$ cat config.mk
export PLATFORM = sky130hd
export DESIGN_NAME = aesrps_merge
export DESIGN_NICKNAME = d
export VERILOG_FILES = /design/src/hw/rtl/aesrps_pkg.sv /design/src/hw/rtl/aesrps_merge.sv
export SDC_FILE = /design/constraint.sdc
export NUM_CORES = 1
export LEC_CHECK = 0
export BUFFER_PORTS_ARGS = -buffer_cell sky130_fd_sc_hd__buf_2
export CAP_MARGIN = 20
export CORE_ASPECT_RATIO = 1.75
export CORE_MARGIN = 1
export CORE_UTILIZATION = 32
export DETAILED_ROUTE_END_ITERATION = 16
export GPL_ROUTABILITY_DRIVEN = 0
export SLEW_MARGIN = 20
export SYNTH_ARGS = -nofsm -noshare
export SYNTH_HDL_FRONTEND = slang
export SYNTH_SLANG_ARGS = --single-unit
$ cat constraint.sdc
create_clock -name vclk -period 7.4
set_input_delay 0 -clock vclk [all_inputs]
set_output_delay 0 -clock vclk [all_outputs]
set_load 0.02 [all_outputs]
$ cat src/hw/rtl/aesrps_pkg.sv
`default_nettype none

package aesrps_pkg;

    localparam int NUM_LANES  = 16;
    localparam int BYTE_W     = 8;
    localparam int SBOX_AW    = 8;
    localparam int SBOX_DEPTH = 1 << SBOX_AW;
    localparam int BLOCK_W    = NUM_LANES * BYTE_W;
    localparam int ROWS       = 4;
    localparam int COLS       = NUM_LANES / ROWS;

    localparam logic ACT_LOAD  = 1'b0;
    localparam logic ACT_ROUND = 1'b1;

    typedef logic [BYTE_W-1:0] byte_t;
    typedef byte_t [NUM_LANES-1:0] state_t;

    typedef struct packed {
        logic inverse;
        logic skip_mix;
        logic key_only;
    } round_ctl_t;

    localparam byte_t GF_POLY = 8'h1b;

    function automatic byte_t xtime(input byte_t a);
        return {a[BYTE_W-2:0], 1'b0} ^ (a[BYTE_W-1] ? GF_POLY : byte_t'(0));
    endfunction

    function automatic byte_t gmul_9(input byte_t a);
        return xtime(xtime(xtime(a))) ^ a;
    endfunction

    function automatic byte_t gmul_b(input byte_t a);
        return xtime(xtime(xtime(a))) ^ xtime(a) ^ a;
    endfunction

    function automatic byte_t gmul_d(input byte_t a);
        return xtime(xtime(xtime(a))) ^ xtime(xtime(a)) ^ a;
    endfunction

    function automatic byte_t gmul_e(input byte_t a);
        return xtime(xtime(xtime(a))) ^ xtime(xtime(a)) ^ xtime(a);
    endfunction

    // Byte 0 sits in the most significant byte of the word.
    function automatic state_t unpack_state(input logic [BLOCK_W-1:0] v);
        state_t s;
        for (int j = 0; j < NUM_LANES; j++) begin
            s[j] = v[BLOCK_W-1-BYTE_W*j -: BYTE_W];
        end
        return s;
    endfunction

    function automatic logic [BLOCK_W-1:0] pack_state(input state_t s);
        logic [BLOCK_W-1:0] v;
        for (int j = 0; j < NUM_LANES; j++) begin
            v[BLOCK_W-1-BYTE_W*j -: BYTE_W] = s[j];
        end
        return v;
    endfunction

    function automatic state_t shift_fwd(input state_t t);
        state_t s;
        for (int c = 0; c < COLS; c++) begin
            for (int r = 0; r < ROWS; r++) begin
                s[c*ROWS+r] = t[((c + r) % COLS)*ROWS + r];
            end
        end
        return s;
    endfunction

    function automatic state_t shift_inv(input state_t t);
        state_t s;
        for (int c = 0; c < COLS; c++) begin
            for (int r = 0; r < ROWS; r++) begin
                s[c*ROWS+r] = t[((c + COLS - r) % COLS)*ROWS + r];
            end
        end
        return s;
    endfunction

    function automatic state_t mix_state(input state_t t, input logic inv);
        state_t s;
        byte_t a0, a1, a2, a3;
        for (int c = 0; c < COLS; c++) begin
            for (int k = 0; k < ROWS; k++) begin
                a0 = t[c*ROWS + k];
                a1 = t[c*ROWS + (k + 1) % ROWS];
                a2 = t[c*ROWS + (k + 2) % ROWS];
                a3 = t[c*ROWS + (k + 3) % ROWS];
                if (inv) begin
                    s[c*ROWS+k] = gmul_e(a0) ^ gmul_b(a1) ^ gmul_d(a2) ^ gmul_9(a3);
                end else begin
                    s[c*ROWS+k] = xtime(a0) ^ xtime(a1) ^ a1 ^ a2 ^ a3;
                end
            end
        end
        return s;
    endfunction

endpackage

`default_nettype wire

$ cat src/hw/rtl/aesrps_merge.sv
`default_nettype none

module aesrps_merge
    import aesrps_pkg::*;
(
    input  wire state_t     sub_bytes,
    input  wire state_t     raw_bytes,
    input  wire state_t     key_bytes,
    input  wire round_ctl_t ctl,
    output state_t          result
);

    state_t shifted;
    state_t fwd_mixed;
    state_t fwd_out;
    state_t inv_keyed;
    state_t inv_out;

    always_comb begin
        shifted   = ctl.inverse ? shift_inv(sub_bytes) : shift_fwd(sub_bytes);
        fwd_mixed = ctl.skip_mix ? shifted : mix_state(shifted, 1'b0);
        fwd_out   = fwd_mixed ^ key_bytes;
        inv_keyed = shifted ^ key_bytes;
        inv_out   = ctl.skip_mix ? inv_keyed : mix_state(inv_keyed, 1'b1);
        if (ctl.key_only) begin
            result = raw_bytes ^ key_bytes;
        end else if (ctl.inverse) begin
            result = inv_out;
        end else begin
            result = fwd_out;
        end
    end

endmodule

`default_nettype wire

Word level (Yosys, flattened, before mapping)
Cells that the tools add are included.
Storage, ports and cells
  register bits: 0
  input port bits: 387
  output and inout port bits: 128
  word-level logic and storage cells: 344
Cells by class
  muxes and demuxes: 69
  bitwise logic cells: 275
Operators by type and width (number)
  $xor A8 B8 Y8: 222
  $mux W128: 5
  $xor A8 B5 Y8: 50
  $xor A128 B128 Y128: 3
  $mux W5: 64

Longest topological paths before layout
  depth in word-level cells: 16
  mapped depth: 13
  gate-level depth less buffers: 8

Worst setup path after synthesis
OpenSTA, ideal clock, no wires.
  path kind: input port to output port
  from: in ctl[2] (netlist bit)
  to: out result[11] (netlist bit)
  data arrival time: 2.808 ns
  required time: 7.400 ns
  setup slack: 4.592 ns
  stages on the path: 11
  path buffers: 4
  cell sequence: buf_6 buf_12 buf_12 buf_12 mux2i_2 xor3_1 xor2_1 xor2_1 xnor2_1 xnor2_1 a221oi_1
RTL lines
  start: declaration: line aesrps_merge.sv:9  | input wire round_ctl_t ctl,
  end: declaration: line aesrps_merge.sv:10  | output state_t result

==> summary.txt <==
Status
  – Outcome: finished clean

Setup path
  – Startpoint Class: input pin
  – CP Class: in2out
  – Crit. End Element: output pin
  – Worst path max stage delay: approximately 850 ps
  – Maximum net fanout on the critical path: 78
  – CP cell instances: clkbuf_8, buf_12, mux2i_2, xnor2_4, xnor3_1, xnor2_1, xnor2_1, xor2_1, a221oi_1, buf_2
  – Crit path top cell by count: xnor2_1
  – CP top delay family: XOR/XNOR gates
  – CP arrival: 4410 ps
  – Required time of the critical path: 7400 ps
  – Buffers and inverters on the worst path: 3
  – Slowest cell on the critical path: a221oi_1

Run
  – Max_cap viols: 0

Floorplan
  – Starting Density: 32.5%
  – Die Footprint: about 71000 um2
  – Core Rows: 127
  – Core ar.: roughly 70000 um2
  – Die H: 351 um
  – I/O pins: 515
  – Die W: 202 um

CTS
  – Post-cts sizing count: 0
  – CTS Hold Bufs: 0
  – Postcts setup bufs: 0

Detailed routing
  – DR vias: 20119
  – ANT nets after route: 0
  – First-pass iteration count of the detailed router: 5
  – WL met2: 51400 um
  – DR DRC count: 0
  – M1 WL: about 37000 um
  – Routed met3 length: 5780 um
  – Routed WL: 102000 um
  – Per-cell routed wire length: 26.4 um
  – Vias per inst: approximately 5.2
  – DRT iter0 DRCs: 1129
  – Top sig layer: met5

Logic synthesis
  – Synth Area in Simple Gates: 3.10%
  – Synth top cells by count: xnor2_1 (1115), xor2_1 (371), clkbuf_1 (148), o21ai_0 (127), nand2_1 (102)
  – Synth Area in Compound Gates: 12.1%
  – Top cells by area, synth: xnor2_1 (44%), xor2_1 (15%), xnor2_2 (6.1%)
  – Post-synthesis mux area share: 7.82%
  – Area fraction of the dominant cell type after synthesis: 43.8%
  – Synth Area in Adders: 0%
  – Largest family of logic cells by synthesized area: XOR/XNOR gates
  – Post-Synthesis Cells: between 2000 and 3000
  – Synth unique cells: 52
  – Synth warn: 0
  – Mean Syn Cell Area: approximately 8.7 um2
  – Post-synthesis sequential area ratio: 0%
  – Synth Cell Area: 22300 um2
  – Most common cell in the netlist: xnor2_1
  – Post-synth net total: 2954
  – Leading area contributor after synthesis: xnor2_1
  – Xor/xnor share of the synthesized area: 73.5%

Cells and area
  – Area delta synth->final: 14.7%
  – Final nets: 3333
  – Filler instances: 7381
  – Sequential cell count: 0
  – Sequential cell area: 0 um2
  – Multi-input logic area: 21500 um2
  – Layout cell share with drive strength beyond 1: 24.8%
  – CLK BUF: 0

Global routing
  – Initial antenna violation count: 15
  – Largest net degree at the start of global routing: 87
  – Vias in the first global route: about 20000
  – Global-route wire length before repair: between 100000 and 150000 um
  – Total track usage: 27.8%
  – GRT Residual Overflow: 0

Timing
  – Max Clock Freq: 227 MHz
  – Final setup violation count: 0
  – Slew Limit Fails: 0
  – Measured slew at the worst slew-check pin: ~1100 ps
  – Setup TNS: 0 ps
  – Hold Slack: roughly 390 ps
  – Worst slew margin: 26.0%
  – Period utilisation layout: 59.6%
  – Fin crit period: about 4400 ps
  – Endpoints failing hold: 0
  – Unrepaired setup endpoints after global routing: no

Power
  – Worst IR Drop VDD: 126 uV
  – Leak: 9.77 nW
  – PwrDens: 277 nW/um2

Min path
  – Hold crit path type: in2out

Placed design
  – Detailed Place HPWL: roughly 84000 um
  – I/O Buffers: 515
[path summary, 6_finish.rpt]
check	cells after the start	start	end
hold / removal	4	raw_bytes[47]	result[47]
setup / recovery	10	ctl[2]	result[108]
[power breakdown]
group	switching [mW]	internal (mW)
registers	0	0
clock network	0	0.0000000545
logic	3.89	3.20
total	3.89	3.20
[cell type report]
cell class,instances,share of cell area [%]
tap,903,4.42
timing repair buffer,552,11.3
antenna,3,0.0294
multi-input combinational,2389,84.2
inverter,3,0.0636
[cells in the final DEF, fill, tap and decap left out, drive strengths merged, types with 3 or more instances in the layout]
cell type / Yosys / routed
a211oi: 4 / 4
a21boi: 3 / 3
a21o: 3 / 3
a21oi: 94 / 94
a221o: 9 / 9
a221oi: 23 / 23
a222oi: 16 / 16
a22oi: 45 / 45
a2bb2oi: 3 / 3
and2: 3 / 3
buf: 27 / 551
diode: 0 / 3
inv: 3 / 3
mux2i: 135 / 135
nand2: 102 / 102
nand2b: 3 / 3
nor2: 66 / 66
o211ai: 24 / 24
o21a: 4 / 4
o21ai: 139 / 139
o221a: 5 / 5
o221ai: 27 / 27
o22ai: 7 / 7
o31a: 4 / 4
xnor2: 1213 / 1213
xnor3: 56 / 56
xor2: 383 / 383
xor3: 6 / 6
[through the flow]
step	power, mW	cells	utilization, %	setup slack [ps]	instance area [um2]
floorplan	5.29	2567	-	4590	22300
global placement	6.98	3847	37.2	2860	25600
detailed placement	6.97	3847	37.2	2890	25600
CTS	7.03	3847	37.2	2860	25600
global route	7.51	3848	37.3	2790	25600
finish	7.09	3850	37.3	2990	25600
[worst min-delay path, delay by kind of cell]
| kind | cells | cell delay (ps) |
|---|---|---|
| compound gates | 1 | 50 |
| buf+inv | 2 | 230 |
| xor+xnor | 1 | 100 |
[layer usage]
metal	track usage (%)	vias to the layer above
li1	-	9234
met1	29.5	9550
met2	51.0	1003
met3	3.54	312
met4	18.8	20
met5	0	-
[cells by family (layout without fill, tap and decap cells)]
kind of cell | count (synthesis) | in the layout
simple gates | 178 | 178
mux | 137 | 137
other cells | 0 | 3
xor+xnor | 1658 | 1658
buf+inv | 178 | 555
compound gates | 416 | 416
(Power assumes the default switching activity.)
